<file path="src/rrss_pkg.sv">
// shared types, constants and helpers for the round robin sleep scheduler
// no dependencies; imported by rrss_ctrl, rrss_dp and the top level
`default_nettype none

package rrss_pkg;

  localparam int NUM_SLOTS = 8;
  localparam int SLOT_W    = (NUM_SLOTS > 1) ? $clog2(NUM_SLOTS) : 1;

  localparam int SLICE_W   = 8;
  localparam int TICKS_W   = 16;
  localparam int RUN_W     = 8;
  localparam int ACTION_W  = 2;
  localparam int OUT_SLOT_W = 3;

  localparam logic [SLICE_W-1:0] SLICE_RESET = 8'd16;
  localparam logic [RUN_W-1:0]   RUN_MAX     = {RUN_W{1'b1}};

  // per-slot process state
  typedef enum logic [1:0] {
    SLOT_DEAD     = 2'd0,
    SLOT_RUNNABLE = 2'd1,
    SLOT_RUNNING  = 2'd2,
    SLOT_BLOCKED  = 2'd3
  } slot_st_e;

  typedef enum logic [ACTION_W-1:0] {
    ACT_TICK  = 2'd0,
    ACT_SLEEP = 2'd1,
    ACT_EXIT  = 2'd2,
    ACT_SPAWN = 2'd3
  } action_e;

  // datapath operations, one per controller step
  typedef enum logic [2:0] {
    OP_NONE   = 3'd0,
    OP_LATCH  = 3'd1,
    OP_ACTION = 3'd2,
    OP_SWEEP  = 3'd3,
    OP_CHECK  = 3'd4,
    OP_SEARCH = 3'd5,
    OP_INC    = 3'd6
  } dp_op_e;

  typedef enum logic [2:0] {
    FSM_IDLE   = 3'd0,
    FSM_ACTION = 3'd1,
    FSM_SWEEP  = 3'd2,
    FSM_CHECK  = 3'd3,
    FSM_SEARCH = 3'd4,
    FSM_INC    = 3'd5,
    FSM_DONE   = 3'd6
  } fsm_state_e;

  typedef struct packed {
    dp_op_e op;
  } dp_cmd_t;

  typedef struct packed {
    logic no_tick;      // sleep of zero ticks, nothing else happens
    logic sweep_last;   // sweep pointer on the last slot
    logic expired;      // current slot used its slice or is not running
    logic found;        // search pointer sits on a runnable slot
    logic search_last;  // last candidate of the round robin search
  } dp_stat_t;

  // next slot index with wrap-around
  function automatic logic [SLOT_W-1:0] next_slot(input logic [SLOT_W-1:0] s);
    logic [SLOT_W-1:0] r;
    if (s == SLOT_W'(NUM_SLOTS - 1)) begin
      r = '0;
    end else begin
      r = s + SLOT_W'(1);
    end
    return r;
  endfunction

endpackage

`default_nettype wire

</file>
<file path="src/rrss_ctrl.sv">
// sequencing state machine for the round robin sleep scheduler
// depends on rrss_pkg; drives rrss_dp through command and status structs
`default_nettype none

module rrss_ctrl
  import rrss_pkg::*;
(
  input  wire logic     clk_i,
  input  wire logic     rst_ni,
  input  wire logic     in_valid_i,
  output logic          in_ready_o,
  input  wire logic     out_free_i,
  output logic          out_load_o,
  input  wire dp_stat_t stat_i,
  output dp_cmd_t       cmd_o
);

  fsm_state_e state_q, state_d;

  always_ff @(posedge clk_i or negedge rst_ni) begin
    if (!rst_ni) begin
      state_q <= FSM_IDLE;
    end else begin
      state_q <= state_d;
    end
  end

  always_comb begin
    state_d    = state_q;
    in_ready_o = 1'b0;
    out_load_o = 1'b0;
    cmd_o.op   = OP_NONE;
    case (state_q)
      FSM_IDLE: begin
        in_ready_o = 1'b1;
        if (in_valid_i) begin
          cmd_o.op = OP_LATCH;
          state_d  = FSM_ACTION;
        end
      end
      FSM_ACTION: begin
        cmd_o.op = OP_ACTION;
        state_d  = stat_i.no_tick ? FSM_DONE : FSM_SWEEP;
      end
      FSM_SWEEP: begin
        cmd_o.op = OP_SWEEP;
        if (stat_i.sweep_last) begin
          state_d = FSM_CHECK;
        end
      end
      FSM_CHECK: begin
        cmd_o.op = OP_CHECK;
        state_d  = stat_i.expired ? FSM_SEARCH : FSM_INC;
      end
      FSM_SEARCH: begin
        cmd_o.op = OP_SEARCH;
        if (stat_i.found || stat_i.search_last) begin
          state_d = FSM_INC;
        end
      end
      FSM_INC: begin
        cmd_o.op = OP_INC;
        state_d  = FSM_DONE;
      end
      FSM_DONE: begin
        if (out_free_i) begin
          out_load_o = 1'b1;
          state_d    = FSM_IDLE;
        end
      end
      default: begin
        state_d = FSM_IDLE;
      end
    endcase
  end

endmodule

`default_nettype wire

</file>
<file path="src/rrss_dp.sv">
// slot table, pointers and time slice register of the round robin sleep scheduler
// depends on rrss_pkg; steered by rrss_ctrl, one slot table access per cycle
`default_nettype none

module rrss_dp
  import rrss_pkg::*;
(
  input  wire logic                  clk_i,
  input  wire logic                  rst_ni,
  input  wire dp_cmd_t               cmd_i,
  output dp_stat_t                   stat_o,
  input  wire logic [ACTION_W-1:0]   action_i,
  input  wire logic [TICKS_W-1:0]    sleep_ticks_i,
  input  wire logic                  cfg_we_i,
  input  wire logic [SLICE_W-1:0]    cfg_wdata_i,
  output logic [OUT_SLOT_W-1:0]      current_slot_o,
  output logic                       switched_o,
  output logic [OUT_SLOT_W-1:0]      new_slot_o,
  output logic                       new_ok_o
);

  slot_st_e             slot_state_q [NUM_SLOTS];
  logic [TICKS_W-1:0]   sleep_left_q [NUM_SLOTS];
  logic [RUN_W-1:0]     run_ticks_q  [NUM_SLOTS];

  logic [SLOT_W-1:0]    cur_q;
  logic [SLICE_W-1:0]   slice_q;
  action_e              action_q;
  logic [TICKS_W-1:0]   ticks_q;
  logic [SLOT_W-1:0]    idx_q;
  logic [SLOT_W-1:0]    cnt_q;
  logic                 sw_q;
  logic [SLOT_W-1:0]    new_slot_q;
  logic                 new_ok_q;

  // single table port
  logic [SLOT_W-1:0]    addr;
  slot_st_e             rd_st;
  logic [TICKS_W-1:0]   rd_sleep;
  logic [RUN_W-1:0]     rd_run;

  logic                 st_we, sl_we, rt_we;
  slot_st_e             st_wd;
  logic [TICKS_W-1:0]   sl_wd;
  logic [RUN_W-1:0]     rt_wd;
  logic                 claim;
  logic [NUM_SLOTS-1:0] running_vec;

  assign addr = (cmd_i.op == OP_SWEEP || cmd_i.op == OP_SEARCH) ? idx_q : cur_q;
  assign rd_st    = slot_state_q[addr];
  assign rd_sleep = sleep_left_q[addr];
  assign rd_run   = run_ticks_q[addr];

  assign claim = (action_q == ACT_SPAWN) && !new_ok_q && (rd_st == SLOT_DEAD);

  assign stat_o.no_tick     = (action_q == ACT_SLEEP) && (ticks_q == '0);
  assign stat_o.sweep_last  = (idx_q == SLOT_W'(NUM_SLOTS - 1));
  assign stat_o.expired     = (rd_run >= slice_q) || (rd_st != SLOT_RUNNING);
  assign stat_o.found       = (rd_st == SLOT_RUNNABLE);
  assign stat_o.search_last = (cnt_q == SLOT_W'(NUM_SLOTS - 1));

  // table write for this cycle
  always_comb begin
    st_we = 1'b0;
    sl_we = 1'b0;
    rt_we = 1'b0;
    st_wd = rd_st;
    sl_wd = rd_sleep;
    rt_wd = rd_run;
    case (cmd_i.op)
      OP_ACTION: begin
        if (action_q == ACT_SLEEP && ticks_q != '0) begin
          st_we = 1'b1;
          st_wd = SLOT_BLOCKED;
          sl_we = 1'b1;
          sl_wd = ticks_q;
        end else if (action_q == ACT_EXIT) begin
          st_we = 1'b1;
          st_wd = SLOT_DEAD;
        end
      end
      OP_SWEEP: begin
        if (claim) begin
          st_we = 1'b1;
          st_wd = SLOT_RUNNABLE;
          sl_we = 1'b1;
          sl_wd = '0;
          rt_we = 1'b1;
          rt_wd = '0;
        end else if (rd_st == SLOT_BLOCKED) begin
          sl_we = 1'b1;
          if (rd_sleep <= TICKS_W'(1)) begin
            sl_wd = '0;
            st_we = 1'b1;
            st_wd = SLOT_RUNNABLE;
          end else begin
            sl_wd = rd_sleep - TICKS_W'(1);
          end
        end
      end
      OP_CHECK: begin
        // demote a running slot whose slice is used up
        if (stat_o.expired && rd_st == SLOT_RUNNING) begin
          st_we = 1'b1;
          st_wd = SLOT_RUNNABLE;
          rt_we = 1'b1;
          rt_wd = '0;
        end
      end
      OP_SEARCH: begin
        if (stat_o.found) begin
          st_we = 1'b1;
          st_wd = SLOT_RUNNING;
          rt_we = 1'b1;
          rt_wd = '0;
        end
      end
      OP_INC: begin
        if (rd_run != RUN_MAX) begin
          rt_we = 1'b1;
          rt_wd = rd_run + RUN_W'(1);
        end
      end
      default: begin
      end
    endcase
  end

  always_ff @(posedge clk_i or negedge rst_ni) begin
    if (!rst_ni) begin
      for (int i = 0; i < NUM_SLOTS; i++) begin
        slot_state_q[i] <= (i == 0) ? SLOT_RUNNING : SLOT_DEAD;
        sleep_left_q[i] <= '0;
        run_ticks_q[i]  <= '0;
      end
    end else begin
      if (st_we) begin
        slot_state_q[addr] <= st_wd;
      end
      if (sl_we) begin
        sleep_left_q[addr] <= sl_wd;
      end
      if (rt_we) begin
        run_ticks_q[addr] <= rt_wd;
      end
    end
  end

  always_ff @(posedge clk_i or negedge rst_ni) begin
    if (!rst_ni) begin
      cur_q   <= '0;
      slice_q <= SLICE_RESET;
    end else begin
      if (cfg_we_i) begin
        slice_q <= cfg_wdata_i;
      end
      if (cmd_i.op == OP_SEARCH && stat_o.found) begin
        cur_q <= idx_q;
      end
    end
  end

  // item scratch and result fields
  always_ff @(posedge clk_i) begin
    case (cmd_i.op)
      OP_LATCH: begin
        action_q   <= action_e'(action_i);
        ticks_q    <= sleep_ticks_i;
        idx_q      <= '0;
        sw_q       <= 1'b0;
        new_slot_q <= '0;
        new_ok_q   <= 1'b0;
      end
      OP_SWEEP: begin
        idx_q <= next_slot(idx_q);
        if (claim) begin
          new_slot_q <= idx_q;
          new_ok_q   <= 1'b1;
        end
      end
      OP_CHECK: begin
        idx_q <= next_slot(cur_q);
        cnt_q <= SLOT_W'(1);
      end
      OP_SEARCH: begin
        idx_q <= next_slot(idx_q);
        cnt_q <= cnt_q + SLOT_W'(1);
        if (stat_o.found) begin
          sw_q <= 1'b1;
        end
      end
      default: begin
      end
    endcase
  end

  assign current_slot_o = OUT_SLOT_W'(cur_q);
  assign switched_o     = sw_q;
  assign new_slot_o     = OUT_SLOT_W'(new_slot_q);
  assign new_ok_o       = new_ok_q;

  always_comb begin
    for (int i = 0; i < NUM_SLOTS; i++) begin
      running_vec[i] = (slot_state_q[i] == SLOT_RUNNING);
    end
  end

  a_one_running: assert property (@(posedge clk_i) disable iff (!rst_ni)
    $onehot0(running_vec))
    else $error("more than one slot running");

  a_running_is_current: assert property (@(posedge clk_i) disable iff (!rst_ni)
    (running_vec == '0) || running_vec[cur_q])
    else $error("running slot is not the current slot");

  a_cur_in_range: assert property (@(posedge clk_i) disable iff (!rst_ni)
    cur_q <= SLOT_W'(NUM_SLOTS - 1))
    else $error("current slot index out of range");

  a_switch_from_search: assert property (@(posedge clk_i) disable iff (!rst_ni)
    $rose(sw_q) |-> $past(cmd_i.op == OP_SEARCH))
    else $error("switch flag set outside the search");

endmodule

`default_nettype wire

</file>
<file path="src/round_robin_sleep_scheduler_unit.sv">
// top level of the round robin sleep scheduler: stream ports and result register
// depends on rrss_pkg, rrss_ctrl and rrss_dp
//
// channel   dir  handshake                       payload
// s_axis    in   s_axis_tvalid_i/s_axis_tready_o  action [1:0], sleep_ticks [17:2]
// m_axis    out  m_axis_tvalid_o/m_axis_tready_i  current_slot, switched, new_slot, new_ok
// cfg       in   cfg_we_i                         time_slice [7:0]
//
// one transaction in gives one transaction out; items are handled one at a time
// the time per item is set by the countdown sweep and the round robin search, one
// slot per cycle on the single slot table port; a sleep of zero ticks skips the
// sweep, the check, the search and the run tick increment
// reset: slot 0 running and current, all others dead, time slice 16
// a stalled output holds its result; the next input transaction is taken as soon
// as the previous result sits in the output register
`default_nettype none

module round_robin_sleep_scheduler_unit
  import rrss_pkg::*;
(
  input  wire logic        clk_i,
  input  wire logic        rst_ni,
  // input stream
  input  wire logic        s_axis_tvalid_i,
  output logic             s_axis_tready_o,
  input  wire logic [23:0] s_axis_tdata_i,   // action [1:0], sleep_ticks [17:2], zero pad
  // result stream
  output logic             m_axis_tvalid_o,
  input  wire logic        m_axis_tready_i,
  output logic [7:0]       m_axis_tdata_o,   // current_slot [2:0], switched [3],
                                             // new_slot [6:4], new_ok [7]
  // time slice register
  input  wire logic        cfg_we_i,
  input  wire logic [7:0]  cfg_wdata_i
);

  dp_cmd_t                cmd;
  dp_stat_t               stat;
  logic                   out_free;
  logic                   out_load;

  logic [OUT_SLOT_W-1:0]  current_slot;
  logic                   switched;
  logic [OUT_SLOT_W-1:0]  new_slot;
  logic                   new_ok;

  logic                   m_valid_q;
  logic [7:0]             m_data_q;

  // output register is free when empty or being drained this cycle
  assign out_free = !m_valid_q || m_axis_tready_i;

  rrss_ctrl u_ctrl (
    .clk_i      (clk_i),
    .rst_ni     (rst_ni),
    .in_valid_i (s_axis_tvalid_i),
    .in_ready_o (s_axis_tready_o),
    .out_free_i (out_free),
    .out_load_o (out_load),
    .stat_i     (stat),
    .cmd_o      (cmd)
  );

  rrss_dp u_dp (
    .clk_i          (clk_i),
    .rst_ni         (rst_ni),
    .cmd_i          (cmd),
    .stat_o         (stat),
    .action_i       (s_axis_tdata_i[1:0]),
    .sleep_ticks_i  (s_axis_tdata_i[17:2]),
    .cfg_we_i       (cfg_we_i),
    .cfg_wdata_i    (cfg_wdata_i),
    .current_slot_o (current_slot),
    .switched_o     (switched),
    .new_slot_o     (new_slot),
    .new_ok_o       (new_ok)
  );

  // result holding register
  always_ff @(posedge clk_i or negedge rst_ni) begin
    if (!rst_ni) begin
      m_valid_q <= 1'b0;
    end else if (out_load) begin
      m_valid_q <= 1'b1;
    end else if (m_axis_tready_i) begin
      m_valid_q <= 1'b0;
    end
  end

  always_ff @(posedge clk_i) begin
    if (out_load) begin
      m_data_q <= {new_ok, new_slot, switched, current_slot};
    end
  end

  assign m_axis_tvalid_o = m_valid_q;
  assign m_axis_tdata_o  = m_data_q;

endmodule

`default_nettype wire
</file>
<file path="config.mk">
export PLATFORM = sky130hd
export DESIGN_NAME = round_robin_sleep_scheduler_unit
export DESIGN_NICKNAME = d
export VERILOG_FILES = /design/src/rrss_pkg.sv /design/src/rrss_ctrl.sv /design/src/rrss_dp.sv /design/src/round_robin_sleep_scheduler_unit.sv
export SDC_FILE = /design/constraint.sdc
export NUM_CORES = 1
export LEC_CHECK = 0
export ABC_AREA = 1
export BUFFER_PORTS_ARGS = -buffer_cell sky130_fd_sc_hd__buf_2
export CORE_MARGIN = 1.5
export CORE_UTILIZATION = 35
export CTS_CLUSTER_SIZE = 24
export DETAILED_ROUTE_END_ITERATION = 6
export PLACE_DENSITY_LB_ADDON = 0.05
export SKIP_CTS_REPAIR_TIMING = 1
export SLEW_MARGIN = 20
export SYNTH_ARGS = -nofsm -noshare
export SYNTH_HDL_FRONTEND = slang
export SYNTH_HIERARCHICAL = 1
export SYNTH_SLANG_ARGS = --single-unit
</file>
<file path="constraint.sdc">
create_clock -name clk_i -period 12.3 [get_ports clk_i]
set_input_delay 1.845 -clock clk_i [delete_from_list [all_inputs] [get_ports clk_i]]
set_output_delay 1.845 -clock clk_i [all_outputs]
set_load 0.01 [all_outputs]
</file>
== Word level (Yosys, flattened, before mapping) ==
Index checks and enable logic that the tools add are counted.
Widths: inputs -> output; s select.

* $add $sub $neg: 5
* Order comparisons: 4
* Equal/unequal tests: 29
* Multiplexer cells: 76
* Bitwise gates (word level): 1
* Reductions and logical operators: 26

{| class="wikitable"
|+ Operators with widths
! operator !! count
|-
| $bwmux 128 || 1
|-
| $mux 16 || 7
|-
| $bwmux 64 || 1
|-
| $mux 8 || 7
|-
| $bmux 16 s3 || 1
|-
| $demux 16 s3 || 1
|-
| $pmux 16 s2 || 1
|-
| $pmux 8 s4 || 1
|-
| $eq 3x3->1 const B || 9
|-
| $mux 3 || 9
|-
| $bmux 8 s3 || 1
|-
| $demux 8 s3 || 1
|-
| $mux 1 || 21
|-
| $pmux 3 s7 || 1
|-
| $mux 2 || 10
|-
| $pmux 3 s6 || 1
|-
| $bwmux 16 || 1
|-
| $le 16x1->1 const B || 1
|-
| $logic_not 16->1 || 1
|-
| $reduce_bool 16->1 || 1
|-
| $sub 16x1->16 const B || 1
|-
| $eq 3x2->1 const B || 4
|-
| $pmux 3 s2 || 2
|-
| $ne 2x2->1 const B || 5
|-
| 27 further kinds || 52
|}

* Register bits after elaboration: 260
* Output and inout bits: 10
* Word-level logic and storage cells: 177

== Logic depth before layout (Yosys ltp) ==
* Word-level depth: 15
* Depth in mapped cells: 36
* Depth with buffers taken out: 33

== Modules after synthesis ==
Netlist, hierarchy kept.

{| class="wikitable"
|+ Modules (own cells, without submodules)
! module !! instances !! cells each !! area an instance (um^2) !! seq. area each (um^2)
|-
| rrss_dp || 1 || 1829 || 13177.6 || 6353.6
|-
| rrss_ctrl || 1 || 48 || 306.5 || 75.1
|-
| round_robin_sleep_scheduler_unit || 1 || 13 || 285.3 || 265.3
|}

== Least setup slack after synthesis ==
OpenSTA, ideal clock, no wires.

* Kind: in2reg
* Start point: input s_axis_tvalid_i
* End point: register u_dp/run_ticks_q[4] (netlist bit)
* Arrival: 5174 ps
* Data required time: 12173 ps
* Path slack: 6998 ps
* Stages: 34
* Path through: inv_1 > nand2_1 > and3_1 > buf_2 > nand2_1 > nand2_1 > nand3_4 > nand2_2 > buf_4 > buf_2 > buf_2 > nand2_1 > inv_1 > nand2_1 > nand2_1 > nor2_1 > nand2_1 > inv_1 > ha_1 > inv_1 > a21oi_1 > o21ai_0 > nand2_1 > and3_1 > inv_1 > nand3_1 > nand2_1 > nor2_1 > nand2_2 > inv_2 > nor2_2 > inv_2 > nand2_1 > o21ai_0

{| class="wikitable"
|+ RTL lines
! element !! RTL line !! text
|-
| start, declared || round_robin_sleep_scheduler_unit.sv:24 || <nowiki>input wire logic s_axis_tvalid_i,</nowiki>
|-
| end signal, assigned by index || rrss_dp.sv:144 || <nowiki>run_ticks_q[addr] <= rt_wd;</nowiki>
|-
| end, declared || rrss_dp.sv:24 || <nowiki>logic [RUN_W-1:0] run_ticks_q [NUM_SLOTS];</nowiki>
|}

==> results.json <==
{
  "status": "finished, final reports clean",
  "clk_pin_slew_worst_paths_ps": 60,
  "critPathCaptureType": "flop",
  "final_max_slew_viol_count": 0,
  "reg2reg_to": "u_dp/run_ticks_q[52]",
  "gp_congestion": 0.8501,
  "fp.coreArea_sq_um": 38740,
  "clkLatencyLatePin_ps": 540,
  "place.port_buffers": 40,
  "num_rows": 72,
  "worst-endpoint-required_ps": 12690,
  "synth-edff-count": 37,
  "clock_skew_ps": 29.85,
  "die_h_um": 201.3,
  "synth_seq_cells": 260,
  "cpPeakStageDelay_ps": 620,
  "cts_tree": "done",
  "synth_flop_cell": "dfrtp_1",
  "max_freq_mhz": 137.4,
  "layout-drive-gt1-share": 0.08890,
  "grt_max_degree": 82,
  "path_class": "in2reg",
  "areaGrowthSynthToFinish_pct": 13.54,
  "netlist_instances": 1890,
  "finalWirelength_mm": 42.30,
  "nets": 1979,
  "crit_path_start_kind": "input port",
  "dpl_cell_area_sq_um": 14470,
  "wire_per_inst_um": 17.17,
  "critPathMaxFanout": 53,
  "r2r_cells": 31,
  "groute.layer.met1.usage": 0.3143,
  "cp.arrival_ps": 7670,
  "final_area_sq_um": 15630,
  "ys_warn_count": 6,
  "timing.final.ws_setup_ps": 5024,
  "met2_usage": 0.3321,
  "endpoint": "u_dp/run_ticks_q[52]",
  "die_area_sq_um": 40540,
  "maxCapViolCount": 0,
  "ys_seq_area_frac": 0.4861,
  "dpl_worst_slack_ps": 4442,
  "slowest_stage": "nand3_4",
  "hold_viol_final": 0,
  "cp-startpoint": "s_axis_tvalid_i",
  "yosysUniqueCellTypes": 44,
  "antenna_found_initial": 0,
  "grt_overflow": 0,
  "postSynthAreaPerCell_sq_um": 7.285,
  "hpwl_mm": 26.97,
  "rsz0062_at_grt": "false",
  "period_share": 0.5916,
  "gr-max-usage-layer": "met2",
  "setup_tns_ps": 0,
  "grtUsageMet3": 0.02883,
  "worst_pin_slew_ps": 1128,
  "r2r_setup_slack_ps": 5780,
  "vias": 11850,
  "min_period_ps": 7276,
  "crit_top_cell": "nand2_1",
  "synthesis.nets": 1944,
  "start_util": 0.3555,
  "setup_viol": 0,
  "grt_pass1_wl_mm": 67.79,
  "drtIter0Drc": 798,
  "die_width_um": 201.3,
  "drc_errors": 0,
  "clockBufferDepth": 3,
  "ios": 47,
  "first_pass_iters": 5,
  "grt_usage": 0.2161,
  "antenna_cells": 0,
  "ctsHtreeMaxLevel": 2,
  "synth_area_sq_um": 13770,
  "ant_nets": 0,
  "vias_per_cell": 4.811,
  "synthArstFlopShare": 0.8577,
  "grt_pass1_vias": 11530,
  "max_slew_margin": 0.2455,
  "cts-root-buf": "clkbuf_16",
  "clock_sinks": 260,
  "cts_made_buffers": 34,
  "min_path_type": "reg2reg",
  "timing.rr.start": "u_ctrl/state_q[1]"
}
-- through the flow --
stage / hold slack (ps) / utilization / cells
after detailed placement: 405.6 / 0.3736 / 2406
after global placement: 402.0 / 0.3736 / 2406
final: 416.7 / 0.4036 / 2464
after CTS: 419.0 / 0.4027 / 2463
after floorplan: 400.3 / - / 1890
after global routing: 421.9 / 0.4036 / 2464
-- flip-flops by register name (all words and copies together), names as in the netlist --
register	flops
m_axis_tvalid_o	1
u_dp/slot_state_q	16
u_dp/new_slot_o	3
u_dp/slice_q	8
u_dp/new_ok_o	1
u_dp/ticks_q	16
u_dp/cnt_q	3
u_dp/switched_o	1
u_dp/action_q	2
m_axis_tdata_o	8
u_dp/idx_q	3
u_dp/sleep_left_q	128
u_dp/current_slot_o	3
u_dp/run_ticks_q	64
u_ctrl/state_q	3
-- cells in the mapped netlist (14+ instances only) --
cell type | number | share of area
dfrtp_1 | 221 | 0.40
clkbuf_1 | 14 | 0.0038
ha_1 | 17 | 0.015
buf_2 | 37 | 0.013
inv_1 | 169 | 0.046
o21ai_0 | 98 | 0.036
o21ai_1 | 49 | 0.018
nand3_1 | 86 | 0.031
nand2_2 | 18 | 0.0082
nand2_1 | 895 | 0.24
nor2_1 | 119 | 0.032
edfxtp_1 | 37 | 0.081
-- critical path: cells and delay by family --
kind	cells	cell delay (ps)
buffers and inverters	10	1570
adders and majority gates	1	180
and+or+nand+nor	18	3720
AOI/OAI and AO/OA	3	300
-- area by class of cell --
cell class                 instances  area [sq um]
clock buffer                      46         989.7
clock inverter                    11         137.6
tap                              518         648.1
timing repair buffer              62         395.4
inverter                         180         675.6
multi-input combinational       1387          6093
fill                            4140         23100
sequential                       260          6694
-- cell families after synthesis --
| family | after synthesis | share of synthesized area |
|---|---|---|
| muxes | 1 | 0.0008178 |
| buffers and inverters | 243 | 0.07315 |
| and+or+nand+nor | 1165 | 0.3416 |
| DFF | 260 | 0.4861 |
| xor gates and xnor gates | 8 | 0.005089 |
| adders and majority gates | 17 | 0.01545 |
| AOI/OAI and AO/OA | 196 | 0.07778 |
-- layout by cell type, fill, tap and decap left out, types with 3 or more instances in the layout --
| cell type | n |
|---|---|
| a21oi_1 | 8 |
| nand3_2 | 4 |
| clkinv_2 | 4 |
| inv_1 | 169 |
| clkbuf_16 | 37 |
| bufinv_16 | 3 |
| nor2_2 | 14 |
| o21ai_0 | 98 |
| nor3_1 | 8 |
| xor2_1 | 7 |
| nor4_1 | 4 |
| inv_2 | 10 |
| nand3b_1 | 4 |
| buf_2 | 39 |
| clkbuf_8 | 3 |
| nand2_1 | 895 |
| buf_4 | 21 |
| ha_1 | 17 |
| nand4_1 | 8 |
| dfrtp_1 | 221 |
| nor2_1 | 113 |
| a21oi_2 | 3 |
| o211ai_1 | 4 |
| o21ai_1 | 49 |
| nand2_2 | 17 |
| edfxtp_1 | 37 |
| nor2_4 | 3 |
| nand3_1 | 86 |
| clkbuf_1 | 6 |
| a22oi_1 | 13 |
| a31oi_1 | 13 |
-- routing by layer --
metal	up-vias	part of all wire	routed length, um
li1	5978	-	-
met3	53	0.049	2053
met2	228	0.44	18540
met1	5595	0.49	20660
met5	-	0	0
met4	0	0.025	1044
-- how the worst min path moves through the flow --
stage,from,to,slack (ps),depth (start not counted)
floorplan,u_dp/switched_o,m_axis_tdata_o[3],400,0
global placement,u_dp/new_slot_o[1],m_axis_tdata_o[5],400,0
detailed placement,u_dp/new_slot_o[0],m_axis_tdata_o[4],410,0
CTS,u_dp/new_slot_o[1],m_axis_tdata_o[5],420,0
global route,u_dp/new_slot_o[1],m_axis_tdata_o[5],420,0
finish,u_dp/new_slot_o[1],m_axis_tdata_o[5],420,0
Power is not shown: default switching activity piles up to over one toggle a cycle in this logic, so the estimate is an artifact.
